## config.mk

```make
export PLATFORM = sky130hd
export DESIGN_NAME = gimbal_status_frame_parser
export DESIGN_NICKNAME = d
export VERILOG_FILES = /design/src/rtl/gsfp_pkg.sv /design/src/rtl/gsfp_frame_fsm.sv /design/src/rtl/gimbal_status_frame_parser.sv
export VERILOG_INCLUDE_DIRS = /design/src /design/src/rtl
export SDC_FILE = /design/constraint.sdc
export NUM_CORES = 1
export LEC_CHECK = 0
export BUFFER_PORTS_ARGS = -buffer_cell sky130_fd_sc_hd__buf_2
export CORE_MARGIN = 3
export CORE_UTILIZATION = 40
export DETAILED_ROUTE_END_ITERATION = 7
export PLACE_DENSITY_LB_ADDON = 0.12
export SETUP_SLACK_MARGIN = 0.05
export SKIP_CTS_REPAIR_TIMING = 1
export SYNTH_ARGS = -nofsm -noshare
export SYNTH_HDL_FRONTEND = slang
export SYNTH_SLANG_ARGS = --single-unit
```

## constraint.sdc

```tcl
create_clock -name clk -period 3.3 [get_ports clk]
set_input_delay 0.165 -clock clk [delete_from_list [all_inputs] [get_ports clk]]
set_output_delay 0.165 -clock clk [all_outputs]
set_load 0.01 [all_outputs]
```

## src/rtl/assert_macros.svh

```systemverilog
// assertion macros for the rtl; gimbal_status_frame_parser takes them in
// depends on nothing; taken in by `include where a module checks itself
`ifndef ASSERT_MACROS_SVH
`define ASSERT_MACROS_SVH

// same-cycle implication, disabled while reset is high
`define ASSERT_IMPL(label, clk, rst, ante, cons) \
  label: assert property (@(posedge clk) disable iff (rst) (ante) |-> (cons)) \
    else $error("%m: implication check failed");

// next-cycle implication, disabled while reset is high
`define ASSERT_NEXT(label, clk, rst, ante, cons) \
  label: assert property (@(posedge clk) disable iff (rst) (ante) |=> (cons)) \
    else $error("%m: next-cycle check failed");

`endif

```

## src/rtl/gsfp_pkg.sv

```systemverilog
// types and constants of the gimbal status frame parser
// no dependencies; used by gsfp_frame_fsm and gimbal_status_frame_parser
package gsfp_pkg;

  localparam logic [7:0] HDR_BYTE_ONE   = 8'hb0;
  localparam logic [7:0] HDR_BYTE_TWO   = 8'h3b;
  localparam logic [7:0] HDR_BYTE_THREE = 8'h4f;

  // payload positions of the angle bytes: pitch lo/hi, roll lo/hi
  localparam int unsigned PITCH_LO_POS = 6;
  localparam int unsigned PITCH_HI_POS = 7;
  localparam int unsigned ROLL_LO_POS  = 8;
  localparam int unsigned ROLL_HI_POS  = 9;

  localparam int unsigned ANGLE_W = 12;

  typedef enum logic [4:0] {
    PH_HUNT1 = 5'b00001,
    PH_HUNT2 = 5'b00010,
    PH_HUNT3 = 5'b00100,
    PH_DATA  = 5'b01000,
    PH_CSUM  = 5'b10000
  } phase_t;

  typedef struct packed {
    logic signed [ANGLE_W-1:0] pitch;
    logic signed [ANGLE_W-1:0] roll;
  } angles_t;

  typedef struct packed {
    logic hit;      // checksum matched on this step
    logic in_csum;  // parser is waiting for the checksum byte
  } fsm_stat_t;

endpackage

```

## src/rtl/gsfp_frame_fsm.sv

```systemverilog
// frame state machine: header hunt, running sum over header and payload, angle byte capture, checksum compare
// depends on gsfp_pkg
module gsfp_frame_fsm #(
  parameter int unsigned PAYLOAD_LEN = 16
) (
  input  logic               clk,
  input  logic               rst,
  input  logic               step,
  input  logic [7:0]         rx_byte,
  output gsfp_pkg::fsm_stat_t stat,
  output gsfp_pkg::angles_t   angles
);
  import gsfp_pkg::*;

  localparam int unsigned CNT_W = $clog2(PAYLOAD_LEN + 1);
  localparam logic [CNT_W-1:0] LAST_CNT = CNT_W'(PAYLOAD_LEN);
  localparam logic [CNT_W-1:0] P_LO_CNT = CNT_W'(PITCH_LO_POS);
  localparam logic [CNT_W-1:0] P_HI_CNT = CNT_W'(PITCH_HI_POS);
  localparam logic [CNT_W-1:0] R_LO_CNT = CNT_W'(ROLL_LO_POS);
  localparam logic [CNT_W-1:0] R_HI_CNT = CNT_W'(ROLL_HI_POS);

  phase_t           phase, phase_next;
  logic [CNT_W-1:0] payload_count, payload_count_next;
  logic [7:0]       running_sum, running_sum_next;
  logic [7:0]       pitch_lo, pitch_hi, roll_lo, roll_hi;
  logic [CNT_W-1:0] count_inc;

  assign count_inc = payload_count + CNT_W'(1);

  always_comb begin
    phase_next         = phase;
    payload_count_next = payload_count;
    running_sum_next   = running_sum;
    stat.hit           = 1'b0;
    stat.in_csum       = (phase == PH_CSUM);
    unique case (phase)
      PH_HUNT2: begin
        if (rx_byte == HDR_BYTE_TWO) begin
          running_sum_next = running_sum + rx_byte;
          phase_next       = PH_HUNT3;
        end
      end
      PH_HUNT3: begin
        if (rx_byte == HDR_BYTE_THREE) begin
          running_sum_next = running_sum + rx_byte;
          phase_next       = PH_DATA;
        end
      end
      PH_DATA: begin
        running_sum_next   = running_sum + rx_byte;
        payload_count_next = count_inc;
        if (count_inc == LAST_CNT) begin
          phase_next = PH_CSUM;
        end
      end
      PH_CSUM: begin
        phase_next = PH_HUNT1;
        stat.hit   = step && (rx_byte == running_sum);
      end
      default: begin
        if (rx_byte == HDR_BYTE_ONE) begin
          payload_count_next = '0;
          running_sum_next   = rx_byte;
          phase_next         = PH_HUNT2;
        end
      end
    endcase
  end

  always_ff @(posedge clk) begin
    if (rst) begin
      phase         <= PH_HUNT1;
      payload_count <= '0;
      running_sum   <= '0;
    end else if (step) begin
      phase         <= phase_next;
      payload_count <= payload_count_next;
      running_sum   <= running_sum_next;
    end
  end

  // angle bytes: each one sits at a fixed payload position
  always_ff @(posedge clk) begin
    if (step && (phase == PH_DATA)) begin
      if (payload_count == P_LO_CNT) pitch_lo <= rx_byte;
      if (payload_count == P_HI_CNT) pitch_hi <= rx_byte;
      if (payload_count == R_LO_CNT) roll_lo  <= rx_byte;
      if (payload_count == R_HI_CNT) roll_hi  <= rx_byte;
    end
  end

  assign angles.pitch = {pitch_hi[3:0], pitch_lo};
  assign angles.roll  = {roll_hi[3:0], roll_lo};

endmodule

```

## src/rtl/gimbal_status_frame_parser.sv

```systemverilog
// top level of the gimbal status frame parser: input stage, fsm, result register
// depends on gsfp_pkg, gsfp_frame_fsm and assert_macros.svh
//
//   channel   signals                          direction  carries
//   in        in_valid in_ready rx_byte        sink       one received byte
//   out       out_valid out_ready pitch_code   source     angle codes of a
//             roll_code                                   frame with good sum
//
// one byte per cycle sustained unless a result is held by a low out_ready: a byte
// is registered on its transaction, the fsm processes it when the input stage
// advances, and a good checksum loads the result register and sets out_valid.
// rst is synchronous, active high; it clears the parser and both valid flags.
// a result held by a low out_ready stalls the input stage only once a further
// byte is waiting behind it; otherwise bytes keep flowing.
`include "assert_macros.svh"

module gimbal_status_frame_parser #(
  parameter int unsigned PAYLOAD_LEN = 16
) (
  input  logic                                  clk,
  input  logic                                  rst,
  input  logic                                  in_valid,
  output logic                                  in_ready,
  input  logic [7:0]                            rx_byte,
  output logic                                  out_valid,
  input  logic                                  out_ready,
  output logic signed [gsfp_pkg::ANGLE_W-1:0]   pitch_code,
  output logic signed [gsfp_pkg::ANGLE_W-1:0]   roll_code
);
  import gsfp_pkg::*;

  // input stage
  logic       byte_valid;
  logic [7:0] byte_q;
  // fsm handshake
  logic       advance;
  fsm_stat_t  stat;
  angles_t    angles;

  // the stored byte moves on when the result register can take a result
  assign advance  = byte_valid && (!out_valid || out_ready);
  assign in_ready = !byte_valid || advance;

  always_ff @(posedge clk) begin
    if (rst) begin
      byte_valid <= 1'b0;
    end else if (in_ready) begin
      byte_valid <= in_valid;
    end
  end

  always_ff @(posedge clk) begin
    if (in_valid && in_ready) begin
      byte_q <= rx_byte;
    end
  end

  gsfp_frame_fsm #(
    .PAYLOAD_LEN (PAYLOAD_LEN)
  ) u_fsm (
    .clk     (clk),
    .rst     (rst),
    .step    (advance),
    .rx_byte (byte_q),
    .stat    (stat),
    .angles  (angles)
  );

  // result register
  always_ff @(posedge clk) begin
    if (rst) begin
      out_valid <= 1'b0;
    end else if (advance && stat.hit) begin
      out_valid <= 1'b1;
    end else if (out_ready) begin
      out_valid <= 1'b0;
    end
  end

  always_ff @(posedge clk) begin
    if (advance && stat.hit) begin
      pitch_code <= angles.pitch;
      roll_code  <= angles.roll;
    end
  end

  // a waiting byte is held until the fsm takes it
  `ASSERT_NEXT(a_byte_held, clk, rst, byte_valid && !advance, byte_valid && $stable(byte_q))
  // a new result only follows a checksum byte
  `ASSERT_IMPL(a_result_after_csum, clk, rst, $rose(out_valid), $past(stat.in_csum))
  // the checksum phase takes exactly one byte
  `ASSERT_NEXT(a_csum_one_byte, clk, rst, advance && stat.in_csum, !stat.in_csum)

endmodule

```

# After elaboration in Yosys (flattened, before gate mapping)
# Cells that the tools add are included.
# totals
reg_bits,76
input_bits,12
out_inout_bits,26
elab_cells,67
# classes
addsub,2
n_eq_ne,16
mux,14
n_bitwise,2
n_reduce_logical,21
# ops
op,n
$pmux W8 S4,1
$mux W5,5
$mux W8,3
$pmux W5 S4,1
$eq A5 B3 Y1 const B,3
$eq A5 B4 Y1 const B,3
$eq A5 B5 Y1 const B,2
$pmux W5 S2,1
$reduce_and A5 Y1,2
$add A8 B8 Y8,1
$eq A8 B6 Y1 const B,1
$eq A8 B7 Y1 const B,1
$eq A8 B8 Y1,1
$eq A8 B8 Y1 const B,1
$reduce_and A2 Y1,4
$ne A2 B1 Y1 const B,3
$add A5 B1 Y5 const B,1
$eq A5 B2 Y1 const B,1
$logic_and A1 B1 Y1,5
$reduce_bool A5 Y1,1
$reduce_bool A2 Y1,2
$reduce_bool A4 Y1,1
$mux W1,3
$reduce_and A3 Y1,1
4 further kinds,7

# Logic depth before layout (Yosys ltp)
# Gate-level depths: netlist of the first run.
# logic_depth
ltp_word,7
mapped_depth,9
mapped_depth_nobuf,9

# Hierarchy
# From an unflattened synthesis of the first run, not the netlist that was laid out.
# unflattened
cells_unflattened,246
area_unflattened_um2,3249.4
# by_module_without_submodules
mod,n_inst,cells_per_inst,area_each_um2,seq_area_each_um2
gsfp_frame_fsm,1,203,2185.8,1081.0
gimbal_status_frame_parser,1,43,1063.5,1001.0

# Worst setup path after synthesis of the first run
# Ideal clock, no wire load.
# synth_timing
path_kind,reg-to-reg
start,register u_fsm.phase[1]
end,"register u_fsm.roll_lo[0], enable pin"
setup_time_ns,0.385
arrival_ns,2.064
required_time_ns,2.915
slack_ns,0.851
stages_incl_launch_ff,7
path_buffers,0
period_less_slack_ns,2.449
cell_sequence,dfxtp_1 -> or4b_4 -> nor2_1 -> nand2_1 -> nor2_1 -> nand2_1 -> nor3b_1
# synth_via
elab_chain_cells,3
# synth_rtl
item,line,text
from (decl),gsfp_frame_fsm.sv:22,"phase_t phase, phase_next;"
from (signal assigned),gsfp_frame_fsm.sv:76,phase <= phase_next;
$eq A5 B4 Y1,gsfp_frame_fsm.sv:84,if (step && (phase == PH_DATA)) begin
$logic_and A1 B1 Y1,gsfp_frame_fsm.sv:84,
$reduce_and A2 Y1 (no line),--,
to (signal assigned),gsfp_frame_fsm.sv:87,if (payload_count == R_LO_CNT) roll_lo <= rx_byte;
to (decl),gsfp_frame_fsm.sv:25,"logic [7:0] pitch_lo, pitch_hi, roll_lo, roll_hi;"
# Every way passes these cells.
# A chain may end at the register's enable or synchronous reset.

# Worst setup path in the final report of the first run
# layout_timing
start,register u_fsm.phase[1]
end,"register u_fsm.roll_hi[1], enable pin"
# layout_via
elab_chain_cells,3
# layout_rtl
item,line,text
$eq A5 B4 Y1,gsfp_frame_fsm.sv:84,
$logic_and A1 B1 Y1,gsfp_frame_fsm.sv:84,
$reduce_and A2 Y1 (no line),--,
to (signal assigned),gsfp_frame_fsm.sv:88,if (payload_count == R_HI_CNT) roll_hi <= rx_byte;
to (decl),gsfp_frame_fsm.sv:25,
# Every way passes these cells.

==> results of run 1 <==
==> cells by family after synthesis <==
| logic type | after synthesis |
|---|---|
| flops | 76 |
| buf+inv | 11 |
| compound gates | 37 |
| simple gates | 78 |
| fa+ha+maj | 12 |
| xor+xnor | 9 |
| mux | 12 |
==> cell type report <==
type / instances / area share [%]
Timing Repair Buffer: 45 / 6.82
Inverter: 7 / 0.696
Sequential cell: 76 / 55.1
Multi-Input combinational cell: 148 / 29.2
Tap cell: 102 / 3.38
Clock inverter: 7 / 1.52
Clock buffer: 9 / 3.28
==> worst max path at each step <==
| stage | end | startpoint | slack (ns) | cells past startpoint |
|---|---|---|---|---|
| final | u_fsm.roll_hi[1]$_DFFE_PP_ | u_fsm.phase[1]$_SDFFE_PP0P_ | 0.90 | 6 |
| after global routing | u_fsm.roll_hi[2]$_DFFE_PP_ | u_fsm.phase[1]$_SDFFE_PP0P_ | 0.69 | 6 |
| after CTS | u_fsm.pitch_hi[0]$_DFFE_PP_ | u_fsm.phase[1]$_SDFFE_PP0P_ | 0.88 | 4 |
| after detailed placement | u_fsm.pitch_hi[1]$_DFFE_PP_ | u_fsm.phase[1]$_SDFFE_PP0P_ | 0.93 | 4 |
| after global placement | u_fsm.pitch_hi[1]$_DFFE_PP_ | u_fsm.phase[0]$_SDFFE_PP1P_ | 0.91 | 4 |
| after floorplan | u_fsm.roll_lo[0]$_DFFE_PP_ | u_fsm.phase[1]$_SDFFE_PP0P_ | 0.85 | 6 |
==> worst register-to-register path, stage by stage (launching register included) <==
cell and delay, ns:
dfxtp_1 0.36, or4b_4 0.55, nor2_1 0.18, nand2_1 0.17
nor2_1 0.17, nand2_1 0.09, nor3b_1 0.52
==> metrics by stage <==
| step | util, % | std cells | setup slack, ns | power (mW) |
|---|---|---|---|---|
| 2_1_floorplan | - | 235 | 0.851 | 1.10 |
| 3_3_place_gp | 45.7 | 373 | 0.911 | 1.13 |
| 3_5_place_dp | 45.7 | 373 | 0.935 | 1.13 |
| 4_1_cts | 48.0 | 389 | 0.881 | 1.78 |
| 5_1_grt | 48.6 | 394 | 0.689 | 1.83 |
| 6_report | 48.6 | 394 | 0.904 | 1.76 |
==> routing by layer <==
layer | up-vias | GRT usage [%] | routed length, microns
met5 | - | 0 | 0
met4 | 0 | 7.46 | 123
met3 | 9 | 2.89 | 275
met2 | 42 | 21.3 | 2720
met1 | 947 | 18.8 | 2760
li1 | 989 | - | -
==> power by group <==
part,internal [mW],switching [mW]
registers,1.03,0.0213
logic,0.0292,0.0290
clock network,0.284,0.364
total,1.34,0.414
==> cell usage in the layout, fill, tap and decap left out, drive strengths merged, types with 8 or more instances in the layout <==
cell,instances
edfxtp,56
buf,40
nor2,24
dfxtp,20
nand2,14
a21oi,11
ha,11
inv,11
clkbuf,9
mux2i,8
==> synthesized netlist by cell type, types with 2 or more instances <==
master / count
edfxtp_1: 56
nor2_1: 24
dfxtp_1: 20
nand2_1: 13
a21oi_1: 11
ha_1: 11
mux2i_1: 8
inv_1: 7
a31oi_1: 5
nor3_1: 5
xor2_1: 5
clkbuf_1: 4
mux2_2: 4
nand2b_1: 4
o21ai_0: 4
xnor2_1: 4
a211oi_1: 3
nand4_1: 3
nor3b_1: 3
nor4_1: 3
or3_1: 3
a21o_1: 2
and3_1: 2
nand3_1: 2
nor2b_1: 2
o211a_1: 2
==> sequential cells by signal, summed over array words and instances, names as in the netlist <==
register and cells:
u_fsm.pitch_hi 4, u_fsm.pitch_lo 8, u_fsm.phase 5, out_valid 1, u_fsm.payload_count 5, u_fsm.roll_lo 8
byte_q 8, byte_valid 1, roll_code 12, pitch_code 12, u_fsm.roll_hi 4, u_fsm.running_sum 8
==> results.yml, run 1 <==
run_status:
  status: "completed"
critical_path:
  crit_type: "reg2reg"
  startpoint_type: "flop"
  path_delay_family: "simple AND/OR/NAND/NOR gates"
  cp_max_fo: 6
  slowest_delay_ns: 0.55
  crit_arrival_ns: 2.38
  worstRegToRegCells: 6
  cp.required_ns: 3.29
  slowest_stage: "or4b_4"
  cp-end-kind: "flop"
  r2r_setup_slack_ns: 0.90
  reg2reg_to: "u_fsm.roll_hi[1]$_DFFE_PP_"
  path_cells: "or4b_4, nor2_1, nand2_1, nor2_1, nand2_1, nor3b_1"
  path_buf_inv: 0
  r2r_start: "u_fsm.phase[1]$_SDFFE_PP0P_"
routing:
  first_pass_iters: 4
  drc: 0
  ant_nets: 0
  wirelength_mm: 5.88
  via_per_inst: 5.04
  num_vias: 1987
  wl_per_cell_microns: 14.9
  drtIter0Drc: 113
placed_design:
  dp_hpwl_mm: 4.09
  portBuffers: 37
  gp_congestion: 0.874
  place_area_sq_um: 3550
synthesis:
  async_flop_share_pct: 0
  synthCells: 235
  ys_top_cells_by_area: "edfxtp_1 (52%), dfxtp_1 (12%), ha_1 (4.3%)"
  synth_nets: 259
  yosysUniqueCellTypes: 51
  avgSynthCellArea_sq_um: 13.7
  synthAdderAreaFrac_pct: 4.89
  synth_compound_area_share_pct: 9.08
  yosysTopAreaCell: "edfxtp_1"
  yosysWarnings: 0
  synth_xor_xnor_area_share_pct: 2.44
  synthMuxAreaShare_pct: 3.88
  synth-edff-count: 56
  synth_seq_cells: 76
  synth-simple-area-share_pct: 13.9
  yosys_most_used_dff: "edfxtp_1"
  synth_top_family_by_area: "simple AND/OR/NAND/NOR gates"
  syn-cell-area_sq_um: 3230
  synth_top_area_share_pct: 52.1
  yosysSeqAreaShare_pct: 64.5
hold_path:
  hold_path_depth: 1
  hold_end: "byte_q[2]$_DFFE_PP_"
  hp-class: "in2reg"
  hp-start: "rx_byte[2]"
sta:
  rsz0062_at_grt: "no"
  slew_headroom_pct: 41.5
  final_hold_viol_count: 0
  drv_slew: 0
  whs_ns: 0.00812
  fin_tns_setup_ns: 0
  max_freq_mhz: 417
  setup_viol: 0
  min_period_ns: 2.40
  fin_skew_ns: 0.00965
  finalCritPeriodShare_pct: 72.6
  tightest_slew_ns: 0.869
global_routing:
  antenna_found_initial: 0
  grt_max_degree: 26
  grt_pass1_wl_mm: 9.43
  grt_pass1_vias: 1861
  overflow: 0
  grt.total_usage_pct: 14.0
floorplanning:
  pin_count: 38
  die_x_microns: 95.8
  die-area_sq_um: 9180
  core_area_sq_um: 7770
  start_util_pct: 41.5
  fp.dieH_microns: 95.8
  row_count: 32
cts:
  cts_buffers: 9
  cts_max_level: 3
  cts.clk_slew.worst_paths_ns: 0.08
  clockBufferDepth: 2
  cts-root-buf: "clkbuf_8"
  cts_tree: "built"
  numClockSinks: 76
  clkLatencyLatePin_ns: 0.35
final_layout:
  syn_to_final_growth_pct: 17.1
  fill_cells: 713
  stdcell_area_sq_um: 3780
  antenna_cells: 0
  multi_input_area_sq_um: 1100
  drive_gt1_share_pct: 24.7
  final_nets: 311
  ff_latch_area_sq_um: 2080
pwr:
  p_leak_nw: 1.42
  vdd_drop_max_v: 0.000192
  p_per_area_nw_per_um2: 465
flow_run:
  maxCapViolations: 0
Note: power is estimated with default switching activity, not from simulation.
==> run 2: changes to the inputs <==
Clock period 3.3 ns to 2.41 ns, I/O delays scaled along.
==> run 2 against run 1 <==
Against the previous run:
- the flow now finishes with violations (negative hold slack)
- first-iteration DRC count shrank 27%
- count of clock-buffer cells in the layout is the same
- utilization grew 2.5 points
- clock power grew 43%
- fmax grew 8.8%
- sequential share of layout area shrank 2.7 points
- flip-flop and latch count is the same
- cell count grew 5.1%
- routed wire length grew 11%
==> results.yml, run 2 (synthesis gave the netlist of run 1 again) <==
run_status:
  status: "complete, but fails checks"
  violations: "negative hold slack"
final_layout:
  final_cell_mix: "edfxtp_1 (56), buf_2 (37), nor2_1 (23)"
  fill_cells: 713
  antenna_cells: 0
  syn_to_final_growth_pct: 23.2
  final_nets: 331
  drive_gt1_share_pct: 29.8
  multi_input_area_sq_um: 1120
  stdcell_area_sq_um: 3980
  reg_top3: "pitch_code x12, roll_code x12"
  layout_commonest_cell: "edfxtp_1"
  final_core_util_pct: 51.2
  ff_latch_area_sq_um: 2080
routing:
  wl_per_cell_microns: 15.7
  ant_nets: 0
  wirelength_mm: 6.50
  via_per_inst: 5.02
  drc: 0
  first_pass_iters: 4
  drtIter0Drc: 82
  num_vias: 2080
cts:
  cts-root-buf: "clkbuf_8"
  clkLatencyLatePin_ns: 0.36
  cts.clk_slew.worst_paths_ns: 0.08
  numClockSinks: 76
  cts_buffers: 9
  cts_tree: "built"
  cts_max_level: 3
  clockBufferDepth: 2
floorplanning:
  die-area_sq_um: 9180
  die_x_microns: 95.8
  start_util_pct: 41.5
  fp.dieH_microns: 95.8
  row_count: 32
  core_area_sq_um: 7770
  pin_count: 38
pwr:
  vdd_drop_max_v: 0.000267
  p_per_area_nw_per_um2: 620
  p_leak_nw: 1.52
placed_design:
  place_area_sq_um: 3670
  portBuffers: 37
  gp_congestion: 0.791
  post-place-ws_ns: 0.153
  dp_hpwl_mm: 4.57
sta:
  max_freq_mhz: 454
  fin_skew_ns: 0.0143
  setup_viol: 0
  drv_slew: 0
  fin_ws_ns: 0.208
  final_hold_viol_count: 1
  whs_ns: -0.0175
  slew_headroom_pct: 65.0
  fin_tns_setup_ns: 0
  tightest_slew_ns: 0.525
  rsz0062_at_grt: "no"
  min_period_ns: 2.20
  finalCritPeriodShare_pct: 91.4
global_routing:
  antenna_found_initial: 0
  grt_pass1_wl_mm: 10.1
  grt_pass1_vias: 1957
  overflow: 0
  grt_max_degree: 26
  grt.total_usage_pct: 15.0
critical_path:
  crit_arrival_ns: 2.44
  crit_type: "reg2reg"
  cp_max_fo: 5
  cp-end-kind: "flop"
  startpoint_type: "flop"
  cp.required_ns: 2.64
hold_path:
  hp-class: "in2reg"
flow_run:
  maxCapViolations: 0
[run 2: per-stage QoR]
step | total power, mW | instances
2_1_floorplan | 1.51 | 235
3_3_place_gp | 1.55 | 387
3_5_place_dp | 1.55 | 387
4_1_cts | 2.48 | 403
5_1_grt | 2.57 | 414
6_report | 2.46 | 414
[run 2: cell type report]
cell class	count	share of cell area, %
inverter	7	0.661
timing repair buffer	65	10.8
clock inverter	7	1.64
sequential	76	52.4
tap	102	3.21
clock buffer	9	3.12
multi-input combinational	148	28.2
[run 2: metal layers]
| metal | routed length, microns | global-route usage (%) | share of wire, % | vias to the layer above |
|---|---|---|---|---|
| met1 | 3130 | 19.6 | 48 | 994 |
| met3 | 288 | 4.77 | 4.4 | 7 |
| met4 | 92 | 5.09 | 1.4 | 0 |
| met2 | 2990 | 23.7 | 46 | 47 |
| li1 | - | - | - | 1032 |
| met5 | 0 | 0 | 0 | - |
[run 2: power by group]
| group | total, mW | switching, mW | internal [mW] | leakage, nW |
|---|---|---|---|---|
| Sequential | 1.43 | 0.0207 | 1.41 | 0.671 |
| Combinational | 0.107 | 0.0525 | 0.0541 | 0.755 |
| Clock | 0.927 | 0.528 | 0.398 | 0.0943 |
| Total | 2.46 | 0.601 | 1.86 | 1.52 |
[run 2: worst paths after layout]
| kind | start | to | slack, ns | cells after the start |
|---|---|---|---|---|
| setup reg to reg | byte_q[1]$_DFFE_PP_ | u_fsm.running_sum[3]$_SDFFE_PP0P_ | 0.21 | 7 |
| setup / recovery | byte_q[1]$_DFFE_PP_ | u_fsm.running_sum[3]$_SDFFE_PP0P_ | 0.21 | 7 |
| hold / removal | in_valid | byte_valid$_SDFFE_PP0N_ | -0.02 | 3 |
| hold reg to reg | u_fsm.pitch_lo[0]$_DFFE_PP_ | pitch_code[0]$_DFFE_PP_ | 0.42 | 0 |
[run 2: critical path, cell delays in order, from the launching register on]
cell,delay (ns)
edfxtp_1,0.52
ha_1,0.38
a211oi_1,0.45
nor2_1,0.14
xor2_1,0.16
mux2_2,0.26
mux2i_1,0.12
nor2_1,0.05
==> run 3: changes to the inputs <==
Settings changed: SYNTH_HIERARCHICAL set to 1.
==> run 3 against run 2 <==
Against the previous run:
- the flow now finishes without violations
- via count stayed put
- utilization is 1.1 points lower
- routed wire length fell by 6.9%
- critical path depth unchanged
- cell area shrank 1.7%
- die area is 0.69% higher
- register-to-register slack lost 0.02 ns
- synthesized area rose by 0.74%
- non-clock buffer count shrank 8
- combinational power shrank 14%
- power up 4.0%
- largest cell class unchanged
- largest power group unchanged
==> results.yml, run 3 <==
routing:
  first_pass_iters: 4
  num_vias: 2080
  via_per_inst: 5.06
  wirelength_mm: 6.05
  ant_nets: 0
  wl_per_cell_microns: 14.7
  drtIter0Drc: 83
  drc: 0
synthesis:
  yosysUniqueCellTypes: 58
  async_flop_share_pct: 0
  syn-cell-area_sq_um: 3250
  synthCells: 246
  ys_top_cells_by_count: "edfxtp_1 (56), dfxtp_1 (20), nor2_1 (20), nand2_1 (14), inv_1 (12)"
  synth-edff-count: 56
  synth_top_area_share_pct: 51.8
  synth_nets: 270
  ys_top_cells_by_area: "edfxtp_1 (52%), dfxtp_1 (12%), ha_1 (4.2%)"
  yosysSeqAreaShare_pct: 64.1
  yosysTopAreaCell: "edfxtp_1"
  synth_most_common_cell: "edfxtp_1"
  yosys_most_used_dff: "edfxtp_1"
  yosysWarnings: 6
  avgSynthCellArea_sq_um: 13.2
  synth_seq_cells: 76
placed_design:
  gp_congestion: 0.909
  dp_hpwl_mm: 4.37
  portBuffers: 37
run_status:
  status: "completed"
cts:
  cts_max_level: 3
  cts_tree: "built"
  numClockSinks: 76
  cts-root-buf: "clkbuf_8"
  cts.clk_slew.worst_paths_ns: 0.08
  clkLatencyLatePin_ns: 0.34
  clockBufferDepth: 2
  cts_buffers: 9
sta:
  finalCritPeriodShare_pct: 92.0
  final_hold_viol_count: 0
  rsz0062_at_grt: "no"
  slew_headroom_pct: 50.8
  min_period_ns: 2.22
  fin_skew_ns: 0.0128
  max_freq_mhz: 451
  drv_slew: 0
  tightest_slew_ns: 0.735
  fin_tns_setup_ns: 0
  setup_viol: 0
final_layout:
  antenna_cells: 0
  layout_commonest_cell: "edfxtp_1"
  syn_to_final_growth_pct: 20.3
  reg_top3: "pitch_code x12, roll_code x12"
  final_nets: 329
  drive_gt1_share_pct: 24.9
  final_cell_mix: "edfxtp_1 (56), buf_2 (37), dfxtp_1 (20), nor2_1 (20), nand2_1 (14)"
critical_path:
  cp_max_fo: 14
  crit_type: "reg2reg"
  cp-end-kind: "flop"
  cp.required_ns: 2.66
  crit_arrival_ns: 2.47
  startpoint_type: "flop"
floorplanning:
  core_area_sq_um: 7810
  row_count: 32
  die_x_microns: 96.1
  start_util_pct: 41.6
  pin_count: 38
  die-area_sq_um: 9240
  fp.dieH_microns: 96.1
flow_run:
  maxCapViolations: 0
global_routing:
  antenna_found_initial: 0
  grt_pass1_vias: 1910
  grt.total_usage_pct: 14.0
  grt_max_degree: 25
  overflow: 0
  grt_pass1_wl_mm: 9.67
pwr:
  p_leak_nw: 1.41
  p_total_mw: 2.56
  vdd_drop_max_v: 0.000290
  p_per_area_nw_per_um2: 656
hold_path:
  hp-class: "in2reg"
==> run 3: cell count changes after synthesis, sizes merged, moves of 5 or more <==
cell | previous run | this run
o211ai | 0 | 5
nor3 | 5 | 11
inv | 7 | 12
buf | 0 | 8
o21ai | 4 | 9
mux2i | 8 | 2
==> run 3: layer usage <==
metal	up-vias	global-route usage, %	wire length, microns
li1	1040	-	-
met1	990	18.9	2900
met2	44	21.4	2770
met3	6	4.22	304
met4	0	4.98	75
met5	-	0	0
==> run 3: logic make-up after synthesis <==
group	count (synthesis)	synth area share [%]
adder cells (fa/ha/maj)	12	4.85
AO/OA/AOI/OAI	46	10.1
XOR/XNOR	6	1.62
flip-flops	76	64.1
buffers and inverters	21	3.16
multiplexers	2	0.616
AND/OR/NAND/NOR	83	15.6
==> run 3: cell type report <==
| class | instances | area (sq um) |
|---|---|---|
| flip-flops and latches | 76 | 2080 |
| fillers | 692 | 3900 |
| multi-input cells | 149 | 1070 |
| clock inverters | 6 | 90.1 |
| repair buffers | 57 | 368 |
| clock buffers | 9 | 124 |
| inverters | 12 | 45.0 |
| well taps | 102 | 128 |
==> run 3: path summary, 6_finish.rpt <==
kind | end | startpoint | cells after the start | slack [ns]
hold / removal | byte_valid$_SDFFE_PP0P_ | in_valid | 3 | 0.02
hold reg to reg | pitch_code[7]$_DFFE_PP_ | u_fsm/pitch_lo[7]$_DFFE_PP_ | 0 | 0.42
setup reg to reg | u_fsm/running_sum[5]$_SDFFE_PP0P_ | byte_q[2]$_DFFE_PP_ | 7 | 0.19
setup / recovery | u_fsm/running_sum[5]$_SDFFE_PP0P_ | byte_q[2]$_DFFE_PP_ | 7 | 0.19
==> run 3: per-stage QoR <==
step / area [sq um] / setup WS (ns) / hold slack, ns / std cells / utilization, %
final: 3910 / 0.192 / 0.0220 / 411 / 50.1
after detailed placement: 3610 / 0.209 / 0.303 / 388 / 46.3
after global routing: 3910 / 0.0676 / 0.0171 / 411 / 50.1
after floorplan: 3260 / 0.166 / 0.190 / 246 / -
after CTS: 3830 / 0.216 / -0.0728 / 403 / 49.0
after global placement: 3610 / 0.255 / 0.299 / 388 / 46.3
==> run 3: power by group <==
group	internal [mW]	switching, mW
Combinational	0.0417	0.0502
Sequential	1.41	0.0172
Clock	0.577	0.466
Total	2.03	0.533
==> run 3: critical path, cell delays in order (launching register included) <==
cell and delay (ns):
edfxtp_1 0.51, nand4bb_1 0.38, o2111ai_1 0.29, o211ai_2 0.23
nor3_4 0.20, buf_4 0.22, nor2_1 0.06, a311oi_1 0.23
